[src/sv/rle_pkg.sv]
// ----------------------------------------------------------------------------
// rle_pkg
// Shared types, character constants and lookup functions for the line escape
// encoder.
// ----------------------------------------------------------------------------
package rle_pkg;

	localparam int QDEPTH = 4;
	localparam int QPTR_W = $clog2(QDEPTH);
	localparam int QCNT_W = $clog2(QDEPTH + 1);

	localparam logic [7:0] CH_SPACE = 8'h20;
	localparam logic [7:0] CH_AMP   = 8'h26;
	localparam logic [7:0] CH_LT    = 8'h3C;
	localparam logic [7:0] CH_GT    = 8'h3E;

	localparam logic [3:0] PFX_LAST = 4'd8;
	localparam logic [3:0] SFX_LAST = 4'd2;

	typedef enum logic [2:0] {
		CLS_PASS,
		CLS_SPACE,
		CLS_AMP,
		CLS_LT,
		CLS_GT,
		CLS_HEX
	} cls_t;

	typedef enum logic [1:0] {
		SEG_IDLE,
		SEG_PFX,
		SEG_BODY,
		SEG_SFX
	} seg_t;

	typedef struct packed {
		logic [7:0] data;
		cls_t       cls;
		logic       first;
		logic       last;
		logic       dir;
	} job_t;

	function automatic cls_t classify(input logic [7:0] b);
		cls_t c;
		if (b inside {[8'h21:8'h25], [8'h27:8'h3B], 8'h3D, [8'h3F:8'h7E]}) begin
			c = CLS_PASS;
		end else begin
			case (b)
				CH_SPACE: c = CLS_SPACE;
				CH_AMP:   c = CLS_AMP;
				CH_LT:    c = CLS_LT;
				CH_GT:    c = CLS_GT;
				default:  c = CLS_HEX;
			endcase
		end
		return c;
	endfunction

	function automatic logic [7:0] hex_char(input logic [3:0] n);
		logic [7:0] c;
		if (n < 4'd10) c = 8'h30 + {4'd0, n};
		else           c = 8'h37 + {4'd0, n};
		return c;
	endfunction

	// Index of the last character of the escaped byte.
	function automatic logic [2:0] body_last(input cls_t cls);
		logic [2:0] n;
		case (cls)
			CLS_PASS:  n = 3'd0;
			CLS_SPACE: n = 3'd5;
			CLS_AMP:   n = 3'd4;
			CLS_LT:    n = 3'd3;
			CLS_GT:    n = 3'd3;
			default:   n = 3'd2;
		endcase
		return n;
	endfunction

	function automatic logic [7:0] pfx_char(input logic dir, input logic [3:0] idx);
		logic [7:0] c;
		case (idx)
			4'd0, 4'd4: c = "&";
			4'd1, 4'd5: c = dir ? "l" : "g";
			4'd2, 4'd6: c = "t";
			4'd3, 4'd7: c = ";";
			default:    c = " ";
		endcase
		return c;
	endfunction

	function automatic logic [7:0] body_char(input job_t j, input logic [2:0] idx);
		logic [7:0] c;
		case (j.cls)
			CLS_PASS: c = j.data;
			CLS_SPACE: begin
				case (idx)
					3'd0:    c = "&";
					3'd1:    c = "n";
					3'd2:    c = "b";
					3'd3:    c = "s";
					3'd4:    c = "p";
					default: c = ";";
				endcase
			end
			CLS_AMP: begin
				case (idx)
					3'd0:    c = "&";
					3'd1:    c = "a";
					3'd2:    c = "m";
					3'd3:    c = "p";
					default: c = ";";
				endcase
			end
			CLS_LT, CLS_GT: begin
				case (idx)
					3'd0:    c = "&";
					3'd1:    c = (j.cls == CLS_LT) ? "l" : "g";
					3'd2:    c = "t";
					default: c = ";";
				endcase
			end
			default: begin
				case (idx)
					3'd0:    c = "%";
					3'd1:    c = hex_char(j.data[7:4]);
					default: c = hex_char(j.data[3:0]);
				endcase
			end
		endcase
		return c;
	endfunction

	function automatic logic [7:0] sfx_char(input logic [1:0] idx);
		logic [7:0] c;
		case (idx)
			2'd0:    c = "%";
			2'd1:    c = "0";
			default: c = "A";
		endcase
		return c;
	endfunction

endpackage

[src/sv/raw_line_escape_encoder.sv]
// ----------------------------------------------------------------------------
// raw_line_escape_encoder
// Escapes the bytes of a message line into display text: direction prefix,
// entity or percent escapes, and a line-end suffix, one character per result.
// ----------------------------------------------------------------------------
//  channel  | transfer when   | payload
//  ---------+-----------------+------------------------------------------------
//  input    | push  && !full  | data_byte, first_byte, last_byte, direction
//  result   | pop   && !empty | out_char, run_last, line_end
//
// The sequencer emits one character per cycle unless the result is stalled;
// a byte gives 1 to 18 characters (prefix 9, escaped byte 1 to 6, suffix 3).
// A byte passes the input stage register, the job queue, the sequencer and
// the output register; a four-entry job queue absorbs input bursts.
// Reset clears the queue, the sequencer and the output register; no sweep.
// A stalled result holds the sequencer; input is still taken until the queue
// and the input stage are full.
module raw_line_escape_encoder import rle_pkg::*; (
	input  logic       clk,
	input  logic       arst_n,
	input  logic       push,
	output logic       full,
	input  logic [7:0] data_byte,
	input  logic       first_byte,
	input  logic       last_byte,
	input  logic       direction,
	output logic       empty,
	input  logic       pop,
	output logic [7:0] out_char,
	output logic       run_last,
	output logic       line_end
);

	logic f_valid;
	logic f_ready;
	job_t f_job;
	logic q_valid;
	logic q_pop;
	job_t q_job;

	rle_front u_front (
		.clk        (clk),
		.arst_n     (arst_n),
		.push       (push),
		.full       (full),
		.data_byte  (data_byte),
		.first_byte (first_byte),
		.last_byte  (last_byte),
		.direction  (direction),
		.job_valid  (f_valid),
		.job_ready  (f_ready),
		.job        (f_job)
	);

	rle_queue u_queue (
		.clk      (clk),
		.arst_n   (arst_n),
		.wr_valid (f_valid),
		.wr_ready (f_ready),
		.wr_job   (f_job),
		.rd_valid (q_valid),
		.rd_pop   (q_pop),
		.rd_job   (q_job)
	);

	rle_back u_back (
		.clk       (clk),
		.arst_n    (arst_n),
		.job_valid (q_valid),
		.job_pop   (q_pop),
		.job_head  (q_job),
		.empty     (empty),
		.pop       (pop),
		.out_char  (out_char),
		.run_last  (run_last),
		.line_end  (line_end)
	);

endmodule

[src/sv/rle_front.sv]
// ----------------------------------------------------------------------------
// rle_front
// Input stage: takes raw bytes, classifies them and holds one classified job
// for the job queue.
// ----------------------------------------------------------------------------
module rle_front import rle_pkg::*; (
	input  logic       clk,
	input  logic       arst_n,
	input  logic       push,
	output logic       full,
	input  logic [7:0] data_byte,
	input  logic       first_byte,
	input  logic       last_byte,
	input  logic       direction,
	output logic       job_valid,
	input  logic       job_ready,
	output job_t       job
);

	logic valid_s1;
	job_t job_s1;
	logic in_ready;
	logic accept;

	assign in_ready  = !valid_s1 || job_ready;
	assign full      = !in_ready;
	assign accept    = push && in_ready;
	assign job_valid = valid_s1;
	assign job       = job_s1;

	always_ff @(posedge clk or negedge arst_n) begin
		if (!arst_n) begin
			valid_s1 <= 1'b0;
		end else if (accept) begin
			valid_s1 <= 1'b1;
		end else if (job_ready) begin
			valid_s1 <= 1'b0;
		end
	end

	always_ff @(posedge clk) begin
		if (accept) begin
			job_s1.data  <= data_byte;
			job_s1.cls   <= classify(data_byte);
			job_s1.first <= first_byte;
			job_s1.last  <= last_byte;
			job_s1.dir   <= direction;
		end
	end

endmodule

[src/sv/rle_queue.sv]
// ----------------------------------------------------------------------------
// rle_queue
// Short job queue between the classifier and the character sequencer.
// ----------------------------------------------------------------------------
module rle_queue import rle_pkg::*; (
	input  logic clk,
	input  logic arst_n,
	input  logic wr_valid,
	output logic wr_ready,
	input  job_t wr_job,
	output logic rd_valid,
	input  logic rd_pop,
	output job_t rd_job
);

	job_t              mem_q [QDEPTH];
	logic [QPTR_W-1:0] wr_ptr_q;
	logic [QPTR_W-1:0] rd_ptr_q;
	logic [QCNT_W-1:0] count_q;
	logic              do_wr;
	logic              do_rd;

	assign wr_ready = (count_q != QCNT_W'(QDEPTH));
	assign rd_valid = (count_q != '0);
	assign rd_job   = mem_q[rd_ptr_q];
	assign do_wr    = wr_valid && wr_ready;
	assign do_rd    = rd_pop && rd_valid;

	always_ff @(posedge clk or negedge arst_n) begin
		if (!arst_n) begin
			wr_ptr_q <= '0;
			rd_ptr_q <= '0;
			count_q  <= '0;
		end else begin
			if (do_wr) wr_ptr_q <= wr_ptr_q + 1'b1;
			if (do_rd) rd_ptr_q <= rd_ptr_q + 1'b1;
			if (do_wr && !do_rd)      count_q <= count_q + 1'b1;
			else if (do_rd && !do_wr) count_q <= count_q - 1'b1;
		end
	end

	always_ff @(posedge clk) begin
		if (do_wr) mem_q[wr_ptr_q] <= wr_job;
	end

endmodule

[src/sv/rle_back.sv]
// ----------------------------------------------------------------------------
// rle_back
// Character sequencer: walks prefix, escaped byte and suffix of each job and
// puts out one character per cycle, unless stalled, through an output register.
// ----------------------------------------------------------------------------
module rle_back import rle_pkg::*; (
	input  logic       clk,
	input  logic       arst_n,
	input  logic       job_valid,
	output logic       job_pop,
	input  job_t       job_head,
	output logic       empty,
	input  logic       pop,
	output logic [7:0] out_char,
	output logic       run_last,
	output logic       line_end
);

	seg_t       seg_q, seg_d;
	logic [3:0] idx_q, idx_d;
	job_t       job_q;
	logic       ovalid_q;
	logic [7:0] ochar_q;
	logic       orun_q;
	logic       oend_q;

	logic [7:0] cur_char;
	logic       seg_end;
	logic       emit;
	logic       done;

	always_ff @(posedge clk or negedge arst_n) begin
		if (!arst_n) begin
			seg_q <= SEG_IDLE;
			idx_q <= '0;
		end else begin
			seg_q <= seg_d;
			idx_q <= idx_d;
		end
	end

	always_comb begin
		cur_char = 8'h00;
		seg_end  = 1'b0;
		case (seg_q)
			SEG_PFX: begin
				cur_char = pfx_char(job_q.dir, idx_q);
				seg_end  = (idx_q == PFX_LAST);
			end
			SEG_BODY: begin
				cur_char = body_char(job_q, idx_q[2:0]);
				seg_end  = (idx_q[2:0] == body_last(job_q.cls));
			end
			SEG_SFX: begin
				cur_char = sfx_char(idx_q[1:0]);
				seg_end  = (idx_q == SFX_LAST);
			end
			default: begin
				cur_char = 8'h00;
				seg_end  = 1'b0;
			end
		endcase

		emit = (seg_q != SEG_IDLE) && (!ovalid_q || pop);
		done = emit && seg_end
			&& ((seg_q == SEG_SFX) || ((seg_q == SEG_BODY) && !job_q.last));
		job_pop = job_valid && ((seg_q == SEG_IDLE) || done);

		seg_d = seg_q;
		idx_d = idx_q;
		if (emit) begin
			if (seg_end) begin
				idx_d = '0;
				case (seg_q)
					SEG_PFX:  seg_d = SEG_BODY;
					SEG_BODY: seg_d = job_q.last ? SEG_SFX : SEG_IDLE;
					default:  seg_d = SEG_IDLE;
				endcase
			end else begin
				idx_d = idx_q + 1'b1;
			end
		end
		// A new job starts in the same cycle the previous one finishes.
		if (job_pop) begin
			seg_d = job_head.first ? SEG_PFX : SEG_BODY;
			idx_d = '0;
		end
	end

	always_ff @(posedge clk or negedge arst_n) begin
		if (!arst_n) begin
			ovalid_q <= 1'b0;
		end else if (emit) begin
			ovalid_q <= 1'b1;
		end else if (pop) begin
			ovalid_q <= 1'b0;
		end
	end

	always_ff @(posedge clk) begin
		if (job_pop) job_q <= job_head;
		if (emit) begin
			ochar_q <= cur_char;
			orun_q  <= done;
			oend_q  <= done && (seg_q == SEG_SFX);
		end
	end

	assign empty    = !ovalid_q;
	assign out_char = ochar_q;
	assign run_last = orun_q;
	assign line_end = oend_q;

endmodule

[config.mk]
export PLATFORM = sky130hd
export DESIGN_NAME = raw_line_escape_encoder
export DESIGN_NICKNAME = d
export VERILOG_FILES = /design/src/sv/rle_pkg.sv /design/src/sv/raw_line_escape_encoder.sv /design/src/sv/rle_front.sv /design/src/sv/rle_queue.sv /design/src/sv/rle_back.sv
export SDC_FILE = /design/constraint.sdc
export NUM_CORES = 1
export LEC_CHECK = 0
export BUFFER_PORTS_ARGS = -buffer_cell sky130_fd_sc_hd__buf_4
export CORE_MARGIN = 8
export CORE_UTILIZATION = 42
export DETAILED_ROUTE_END_ITERATION = 7
export PLACE_DENSITY = 0.61
export SLEW_MARGIN = 20
export SYNTH_ARGS = -nofsm -noshare
export SYNTH_HDL_FRONTEND = slang
export SYNTH_SLANG_ARGS = --single-unit
export TNS_END_PERCENT = 10
[constraint.sdc]
create_clock -name clk -period 6.1 [get_ports clk]
set_input_delay 0.915 -clock clk [delete_from_list [all_inputs] [get_ports clk]]
set_output_delay 0.915 -clock clk [all_outputs]
set_load 0.02 [all_outputs]
==> results of run 1 <==
[cell type report]
cell class | instances | area (um2) | area share, %
tap | 172 | 215 | 3.67
clock inverter | 7 | 60.1 | 1.02
sequential | 108 | 3170 | 54.0
multi-input combinational | 250 | 1900 | 32.3
clock buffer | 9 | 225 | 3.84
timing repair buffer | 27 | 203 | 3.46
inverter | 26 | 97.6 | 1.66
[per-layer routing]
metal | vias up | global-route usage (%) | part of all wire [%] | routed length (um)
met5 | - | 0 | 0 | 0
li1 | 1580 | - | - | -
met4 | 0 | 6.92 | 2.6 | 272
met3 | 17 | 2.83 | 4.6 | 480
met2 | 79 | 23.2 | 50 | 5170
met1 | 1563 | 15.3 | 43 | 4410
[per-stage QoR]
step | util (%) | area (um2) | cells
after floorplan | - | 5270 | 404
after global routing | 47.2 | 5870 | 599
after global placement | 45.0 | 5580 | 583
after detailed placement | 45.0 | 5580 | 583
final | 47.2 | 5870 | 599
after CTS | 47.2 | 5870 | 599
[cell families (layout without fill, tap and decap cells)]
kind of cell / count (synthesis) / count (layout) / share of synthesized area, %
xor gates and xnor gates: 9 / 9 / 1.50
and+or+nand+nor: 97 / 97 / 9.40
muxes: 18 / 18 / 6.76
AOI/OAI and AO/OA: 108 / 108 / 13.9
DFF: 108 / 108 / 60.1
adders and majority gates: 18 / 18 / 4.41
buffers and inverters: 46 / 69 / 3.94
[registers in the layout, summed over array words and instances (netlist names)]
| signal | flops |
|---|---|
| u_queue.rd_ptr_q | 2 |
| u_back.line_end | 1 |
| u_queue.wr_ptr_q | 2 |
| u_front.job_valid | 1 |
| u_queue.mem_q | 56 |
| u_front.job | 14 |
| u_back.out_char | 8 |
| u_queue.count_q | 3 |
| u_back.ovalid_q | 1 |
| u_back.seg_q | 2 |
| u_back.job_q | 13 |
| u_back.run_last | 1 |
| u_back.idx_q | 4 |
[worst max-delay path by stage]
stage / start / to / cells after the start
6_report: u_back.idx_q[0] / u_queue.count_q[1] / 11
5_1_grt: u_back.idx_q[0] / u_queue.count_q[1] / 11
4_1_cts: u_back.idx_q[0] / u_queue.count_q[1] / 11
3_5_place_dp: u_back.idx_q[0] / u_queue.count_q[1] / 11
3_3_place_gp: u_back.job_q[3] / u_queue.count_q[2] / 11
2_1_floorplan: u_back.idx_q[0] / u_queue.count_q[1] / 12
[report_power, final]
| group | leakage [nW] | total, mW | switching [mW] | internal [mW] |
|---|---|---|---|---|
| clock network | 0.136 | 0.565 | 0.280 | 0.284 |
| logic | 0.915 | 1.14 | 0.649 | 0.493 |
| registers | 1.05 | 1.32 | 0.239 | 1.08 |
| total | 2.10 | 3.03 | 1.17 | 1.86 |
[worst max-delay path: cells and delay by family (launching register included)]
family / cells / cell delay [ps]
muxes: 1 / 260
buffers and inverters: 2 / 260
adders and majority gates: 3 / 1190
and+or+nand+nor: 2 / 550
DFF: 1 / 480
AOI/OAI and AO/OA: 3 / 500
[cell usage in the layout (no fill, tap or decap), drive strengths merged, types with 5 or more instances in the layout]
cell,n
clkbuf,9
mux4,14
a21oi,27
nand3,7
nand2,19
nor2b,5
xnor2,7
a31oi,7
inv,29
nor3,9
and2,6
o31ai,5
o21ai,28
nor2,27
dfrtp,15
edfxtp,93
ha,17
or3,6
buf,27
==> reports/results.ini, run 1 <==
[synth]
netlist_area_um2 = 5270
yosysSeqAreaShare_pct = 60.1
synth.top_cell.area_share_pct = 53.0
synth-edff-count = 93
synth_area_leaders = edfxtp_1, dfrtp_1, mux4_2
synth_largest_area_cell = edfxtp_1
synth_most_common_cell = edfxtp_1
syn_area_per_cell_um2 = 13.1
ys.flop_type = edfxtp_1
syn-instance-count = 404
yosysWarnings = 0
synth_cell_type_count = 63
syn_nets = 437
ys_ff_latch = 108
async_flop_share_pct = 13.9
ys_top_cells_by_count = edfxtp_1, o21ai_0, a21oi_1, inv_1, nor2_1

[power_and_ir_drop]
peakVddDrop_mv = 0.174
p_leak_nw = 2.10
power_density_nw_per_um2 = 516
total_power_mw = 3.03

[routing]
post_drt_wl_per_cell_um = 17.2
viasPerCell = 5.41
ant_nets = 0
vias = 3239
dr.pass1.iters = 4
routed_wl_um = 10300
drt_iter0_markers = 279
drc = 0

[timing]
whs_ps = 402
finalHoldViolCount = 0
tightest_slew_ps = 983
maxSlewViolCount = 0
max_slew_margin_pct = 34.5
skew_ps = 8.86
setup_violations = 0
fmax_ghz = 0.298
rsz0062_at_grt = false
finalSetupTns_ps = 0
min_period_ps = 3360
period_share_pct = 55.1
fin_ws_ps = 2740

[setup_path]
reg2reg_setup_slack_ps = 2740
cp_slowest_cell = ha_1
cp_cell_sequence = inv_1 > ha_1 > nand3_1 > a21oi_1 > a31oi_1 > nor3_2 > a21oi_4 > ha_1 > inv_1 > fa_1 > mux2_2
critPathMaxStageDelay_ps = 560
start_kind = flop
worstRegToRegCells = 11
critical_path_class = reg -> reg
cp_max_fo = 17
cp-end-kind = flop
cp.arrival_ps = 3600
reg2reg_from = u_back.idx_q[0]
required_ps = 6340
r2r-end = u_queue.count_q[1]

[finish]
antennaDiodeCount = 0
nets = 455
drive_above_1_share_pct = 16.4
syn_to_final_growth_pct = 11.2
fillers = 1125

[grt]
gr-total-overflow = 0
grt_max_degree = 25
grt_first_pass_wirelength_um = 16900
first_global_vias = 3293
grt_usage_pct = 13.4
antenna_found_initial = 0

[floorplan]
std_cell_rows = 41
pin_count = 27
coreArea_um2 = 12400
fp.dieH_um = 128
fp.dieW_um = 128
initial_core_util_pct = 42.5
dieArea_um2 = 16400

[clock_tree]
cts_tree = built
numCtsBuffers = 9
cts.sinks = 108
postCtsSetupBuffers = 0
clockRootBuffer = clkbuf_16
max-clock-path-buffers = 2
clk_pin_slew_ps = 70
insertion_delay_ps = 360
ctsHoldBuffers = 0
cts_htree_levels = 3
cts_resized = 0

[place]
dp_hpwl_um = 7310
port_buffers = 26
place_congestion = 0.906
pre_cts_ws_ps = 2760

[hold_path]
holdCritPathClass = in -> async

[run_status]
status = completed

[flow_run]
cap_violations = 0

No activity file was read; power rests on OpenSTA's default activity.
==> run 2, diff against run 1 <==
--- a/config.mk
+++ b/config.mk
@@ -9,7 +9,7 @@
 export CORE_MARGIN = 8
 export CORE_UTILIZATION = 42
 export DETAILED_ROUTE_END_ITERATION = 7
-export PLACE_DENSITY = 0.61
+export PLACE_DENSITY = 0.63
 export SLEW_MARGIN = 20
 export SYNTH_ARGS = -nofsm -noshare
 export SYNTH_HDL_FRONTEND = slang
==> constraint.sdc (replaced) <==
create_clock -name clk -period 2.8 [get_ports clk]
set_input_delay 0.42 -clock clk [delete_from_list [all_inputs] [get_ports clk]]
set_output_delay 0.42 -clock clk [all_outputs]
set_load 0.02 [all_outputs]
==> reports/results.ini, run 2 (synthesized netlist as in run 1, its figures left out) <==
[clock_tree]
insertion_delay_ps = 350  ; was 360 ps
cts.sinks = 108  ; unchanged
postCtsSetupBuffers = 0  ; unchanged
numCtsBuffers = 9  ; unchanged
clockRootBuffer = clkbuf_16  ; unchanged
max-clock-path-buffers = 2  ; unchanged
clk_pin_slew_ps = 70  ; about the same
cts_tree = built  ; unchanged
cts_htree_levels = 3  ; unchanged

[grt]
grt_max_degree = 22  ; was 25
grt_first_pass_wirelength_um = 17700  ; was 16900 um
antenna_found_initial = 0  ; unchanged
first_global_vias = 3436  ; was 3293
grt_usage_pct = 14.0  ; was 13.4%
gr-total-overflow = 0  ; unchanged

[finish]
syn_to_final_growth_pct = 16.1  ; was 11.2%
nets = 486  ; was 455
regMostFlops = u_queue.mem_q  ; unchanged
largest_reg_flops = 56  ; unchanged
drive_above_1_share_pct = 22.3  ; was 16.4%
fin_util_pct = 49.3  ; was 47.2%
final_cell_mix = edfxtp_1, buf_4, o21ai_0, nor2_1, a21oi_1  ; was edfxtp_1, o21ai_0, buf_4
antennaDiodeCount = 0  ; unchanged
final_common_cell = edfxtp_1  ; unchanged
fillers = 1127  ; was 1125

[floorplan]
fp.dieW_um = 128  ; unchanged
std_cell_rows = 41  ; unchanged
pin_count = 27  ; unchanged
initial_core_util_pct = 42.5  ; unchanged
dieArea_um2 = 16400  ; unchanged
fp.dieH_um = 128  ; unchanged
coreArea_um2 = 12400  ; unchanged

[setup_path]
cp_top_family = compound AO/OA/AOI/OAI gates  ; was adder cells
cp-startpoint = u_back.job_q[4]  ; was u_back.idx_q[0]
critPathMaxStageDelay_ps = 490  ; was 560 ps
reg2reg_setup_slack_ps = 200  ; was 2740 ps
critPathBufInv = 1  ; was 2
cp-end-kind = flop  ; unchanged
cp_cell_sequence = nor2b_4 > a221o_1 > a221oi_2 > nor3_2 > a21oi_4 > ha_4 > inv_2 > fa_2 > xor2_1 > nor2_1 > xor2_1  ; was inv_1 > ha_1 > nand3_1 > a21oi_1 > a31oi_1 > nor3_2 > a21oi_4 > ha_1 > inv_1 > fa_1 > mux2_2
cp_max_fo = 5  ; was 17
critPathMostFrequentCell = xor2_1
required_ps = 3080  ; was 6340 ps
reg2reg_from = u_back.job_q[4]  ; was u_back.idx_q[0]
cp.arrival_ps = 2870  ; was 3600 ps
critical_path_class = reg -> reg  ; unchanged
cp_slowest_cell = edfxtp_1  ; was ha_1
start_kind = flop  ; unchanged

[hold_path]
holdCritPathClass = in -> reg  ; was in -> async
min-delay-start = direction

[routing]
drc = 0  ; unchanged
drt_iter0_markers = 282  ; was 279
viasPerCell = 5.40  ; was 5.41
dr.pass1.iters = 5  ; was 4
vias = 3399  ; was 3239
post_drt_wl_per_cell_um = 17.1  ; was 17.2 um
routed_wl_um = 10800  ; was 10300 um
ant_nets = 0  ; unchanged

[timing]
finalHoldViolCount = 0  ; unchanged
fmax_ghz = 0.385  ; was 0.298 GHz
rsz0062_at_grt = false  ; unchanged
fin_ws_ps = 203  ; was 2740 ps
min_period_ps = 2600  ; was 3360 ps
max_slew_margin_pct = 53.5  ; was 34.5%
setup_violations = 0  ; unchanged
finalSetupTns_ps = 0  ; unchanged
maxSlewViolCount = 0  ; unchanged
skew_ps = 7.10  ; was 8.86 ps
tightest_slew_ps = 697  ; was 983 ps
period_share_pct = 92.8  ; was 55.1%

[power_and_ir_drop]
power_density_nw_per_um2 = 1130  ; was 516 nW/um2
p_clk_share_pct = 17.1  ; was 18.6%
p_int_mw = 4.31  ; was 1.86 mW
p_leak_nw = 2.25  ; was 2.10 nW
p_comb_share_pct = 44.4  ; was 37.7%
total_power_mw = 6.93  ; was 3.03 mW
sw_frac_of_total_pct = 37.8  ; was 38.6%
power.switching_mw = 2.62  ; was 1.17 mW
p_seq_share_pct = 38.5  ; was 43.6%
peakVddDrop_mv = 0.371  ; was 0.174 mV

[place]
port_buffers = 26  ; unchanged
dp_hpwl_um = 7670  ; was 7310 um
pre_cts_ws_ps = 113  ; was 2760 ps
place_congestion = 0.878  ; was 0.906

[flow_run]
cap_violations = 0  ; unchanged

[run_status]
status = completed  ; unchanged

## run 2: changes by cell type in the layout (fill, tap and decap cells not counted), sizes merged
cell,change
clkbuf,+1
clkinv,-1
buf,+30
dlygate4sd3,+1
## run 2: power by group through the flow
stage | clock network (mW) | registers [mW] | logic (mW)
2_1_floorplan | 0 | 2.67 | 2.04
3_3_place_gp | 0 | 2.68 | 3.06
3_5_place_dp | 0 | 2.70 | 3.04
4_1_cts | 1.23 | 2.67 | 3.06
5_1_grt | 1.28 | 2.73 | 3.39
6_report | 1.18 | 2.67 | 3.08
## run 2: area by class of cell
class	count	area [um2]	area share (%)
clock buffers	10	229	3.74
well taps	172	215	3.51
clock inverters	6	46.3	0.756
inverters	26	97.6	1.59
repair buffers	58	454	7.42
flip-flops and latches	108	3170	51.7
multi-input cells	250	1910	31.2
## run 2: stage by stage
stage	area, um2	hold WS (ps)	std cells
final	6120	246	630
after global routing	6120	233	630
after CTS	6100	230	630
after detailed placement	5820	293	613
after global placement	5820	285	613
after floorplan	5270	124	404
## run 2: path summary, 6_finish.rpt
path	end	cells after the start
min reg2reg	u_queue.mem_q[0][13]	0
max in group asynchronous	u_queue.wr_ptr_q[0]	2
min	u_front.job[0]	1
min in group asynchronous	u_back.idx_q[2]	2
max reg2reg	u_queue.count_q[2]	11
max	u_queue.count_q[2]	11
## run 2: layer usage
metal	vias up	share of wire, %	GRT usage [%]	wire, um
met1	1665	45	17.1	4800
met3	19	3.8	2.83	411
met4	0	2.7	7.20	292
met2	80	49	23.0	5280
li1	1635	-	-	-
met5	-	0	0	0
## run 2: repair_timing
item | in CTS | in global routing
setup endpoints to repair | 0 | 3
hold buffers | 1 | 0
hold endpoints to repair | 15 | 0
gates resized for setup | 0 | 6
==> run 3, diff against run 2 <==
--- a/config.mk
+++ b/config.mk
@@ -8,6 +8,7 @@
 export BUFFER_PORTS_ARGS = -buffer_cell sky130_fd_sc_hd__buf_4
 export CORE_MARGIN = 8
 export CORE_UTILIZATION = 42
+export CTS_BUF_LIST = sky130_fd_sc_hd__clkbuf_16
 export DETAILED_ROUTE_END_ITERATION = 7
 export PLACE_DENSITY = 0.63
 export SLEW_MARGIN = 20
==> reports/results.ini, run 3 (synthesized netlist as in run 1, its figures left out) <==
[finish]
antennaDiodeCount = 0  ; unchanged
final_common_cell = edfxtp_1  ; unchanged
fillers = 1127  ; unchanged
finalNonFillerCells = 630  ; unchanged
drive_above_1_share_pct = 22.3  ; unchanged
nets = 486  ; unchanged
regMostFlops = u_queue.mem_q  ; unchanged
final_cell_mix = edfxtp_1, buf_4, o21ai_0  ; was edfxtp_1, buf_4, o21ai_0, nor2_1, a21oi_1
final_cell_area_um2 = 6120  ; unchanged
largest_reg_flops = 56  ; unchanged
syn_to_final_growth_pct = 16.1  ; unchanged

[routing]
ant_nets = 0  ; unchanged
drc = 0  ; unchanged
routed_wl_um = 10800  ; about the same
drt_iter0_markers = 281  ; was 282
dr.pass1.iters = 4  ; was 5
viasPerCell = 5.42  ; was 5.40
vias = 3414  ; was 3399
post_drt_wl_per_cell_um = 17.2  ; was 17.1 um

[floorplan]
fp.dieH_um = 128  ; unchanged
dieArea_um2 = 16400  ; unchanged
coreArea_um2 = 12400  ; unchanged
pin_count = 27  ; unchanged
initial_core_util_pct = 42.5  ; unchanged
fp.dieW_um = 128  ; unchanged
std_cell_rows = 41  ; unchanged

[timing]
rsz0062_at_grt = false  ; unchanged
min_period_ps = 2600  ; about the same
maxSlewViolCount = 0  ; unchanged
finalHoldViolCount = 0  ; unchanged
period_share_pct = 92.8  ; about the same
setup_violations = 0  ; unchanged
finalSetupTns_ps = 0  ; unchanged
fmax_ghz = 0.385  ; about the same
max_slew_margin_pct = 52.8  ; was 53.5%
tightest_slew_ps = 708  ; was 697 ps
skew_ps = 6.87  ; was 7.10 ps
whs_ps = 245  ; was 246 ps

[power_and_ir_drop]
p_leak_nw = 2.26  ; was 2.25 nW
peakVddDrop_mv = 0.372  ; was 0.371 mV
p_seq_share_pct = 38.5  ; about the same
sw_frac_of_total_pct = 37.9  ; was 37.8%
p_clk_share_pct = 17.1  ; about the same
p_comb_share_pct = 44.4  ; about the same
p_int_mw = 4.31  ; about the same
power.switching_mw = 2.62  ; about the same
total_power_mw = 6.93  ; about the same
power_density_nw_per_um2 = 1130  ; about the same

[setup_path]
cp-startpoint = u_back.job_q[4]  ; unchanged
start_kind = flop  ; unchanged
cp-end-kind = flop  ; unchanged
critical_path_class = reg -> reg  ; unchanged
cp_max_fo = 5  ; unchanged
required_ps = 3080  ; about the same
reg2reg_from = u_back.job_q[4]  ; unchanged
cp.arrival_ps = 2870  ; about the same

[hold_path]
min-delay-start = direction  ; unchanged
holdCritPathClass = in -> reg  ; unchanged

[grt]
first_global_vias = 3436  ; unchanged
grt_first_pass_wirelength_um = 17700  ; unchanged
gr-total-overflow = 0  ; unchanged
grt_usage_pct = 14.0  ; unchanged
grt_max_degree = 22  ; unchanged
antenna_found_initial = 0  ; unchanged

[place]
place_area_um2 = 5820  ; unchanged
place_congestion = 0.878  ; unchanged
port_buffers = 26  ; unchanged
numPlacedInstances = 613  ; unchanged
dp_hpwl_um = 7670  ; unchanged

[run_status]
status = completed  ; unchanged

[clock_tree]
postCtsSetupBuffers = 0  ; unchanged
clk_pin_slew_ps = 70  ; about the same
cts_tree = built  ; unchanged
max-clock-path-buffers = 2  ; unchanged
cts_htree_levels = 3  ; unchanged
numCtsBuffers = 9  ; unchanged
insertion_delay_ps = 350  ; about the same
cts.sinks = 108  ; unchanged
clockRootBuffer = clkbuf_16  ; unchanged

[flow_run]
cap_violations = 0  ; unchanged

run 3: cell count changes in the layout (fill, tap and decap cells not counted), sizes merged:
cell and delta:
inv +1, clkbuf -1
run 3: metal layers:
layer	vias up	track usage, %	routed length (um)
li1	1634	-	-
met4	0	7.20	295
met2	90	23.0	5310
met5	-	0	0
met3	21	2.83	423
met1	1669	17.1	4800
run 3: worst paths after layout:
path	slack, ps	to	cells after the start
worst max-delay path	200	u_queue.count_q[2]	11
worst min-delay path	250	u_front.job[0]	1
worst min register to register	490	u_queue.mem_q[0][13]	0
worst max register to register	200	u_queue.count_q[2]	11
min in group asynchronous	460	u_back.idx_q[2]	2
max in group asynchronous	2150	u_queue.wr_ptr_q[0]	2
run 3: power groups by stage:
stage	Clock (mW)	Sequential (mW)	Combinational (mW)
after global routing	1.28	2.73	3.39
after CTS	1.22	2.67	3.06
final	1.18	2.67	3.08
after detailed placement	0	2.70	3.04
after global placement	0	2.68	3.06
after floorplan	0	2.67	2.04
run 3: area by class of cell:
class | count | area [um2] | area share, %
sequential | 108 | 3170 | 51.7
inverter | 26 | 97.6 | 1.59
clock buffer | 9 | 225 | 3.68
tap | 172 | 215 | 3.51
clock inverter | 7 | 50.0 | 0.817
multi-input combinational | 250 | 1910 | 31.2
timing repair buffer | 58 | 454 | 7.42
run 3: worst max-delay path, stage by stage, from the launching register on:
cell      delay (ps)
edfxtp_1         490
nor2b_4          180
a221o_1          340
a221oi_2         310
nor3_2           110
a21oi_4          160
ha_4             150
inv_2             30
fa_2             320
xor2_1           140
nor2_1           130
xor2_1           150
run 3: repair_timing:
item,CTS,global route
endpoints found under the hold margin,15,0
endpoints found under the setup margin,0,3
resized for setup,0,6
hold buffers,1,0
run 3: through the flow:
stage / setup slack (ps) / utilization, %
after floorplan: 38.2 / -
final: 203 / 49.3
after CTS: 96.9 / 49.2
after global routing: 4.65 / 49.3
after global placement: 166 / 46.9
after detailed placement: 113 / 46.9
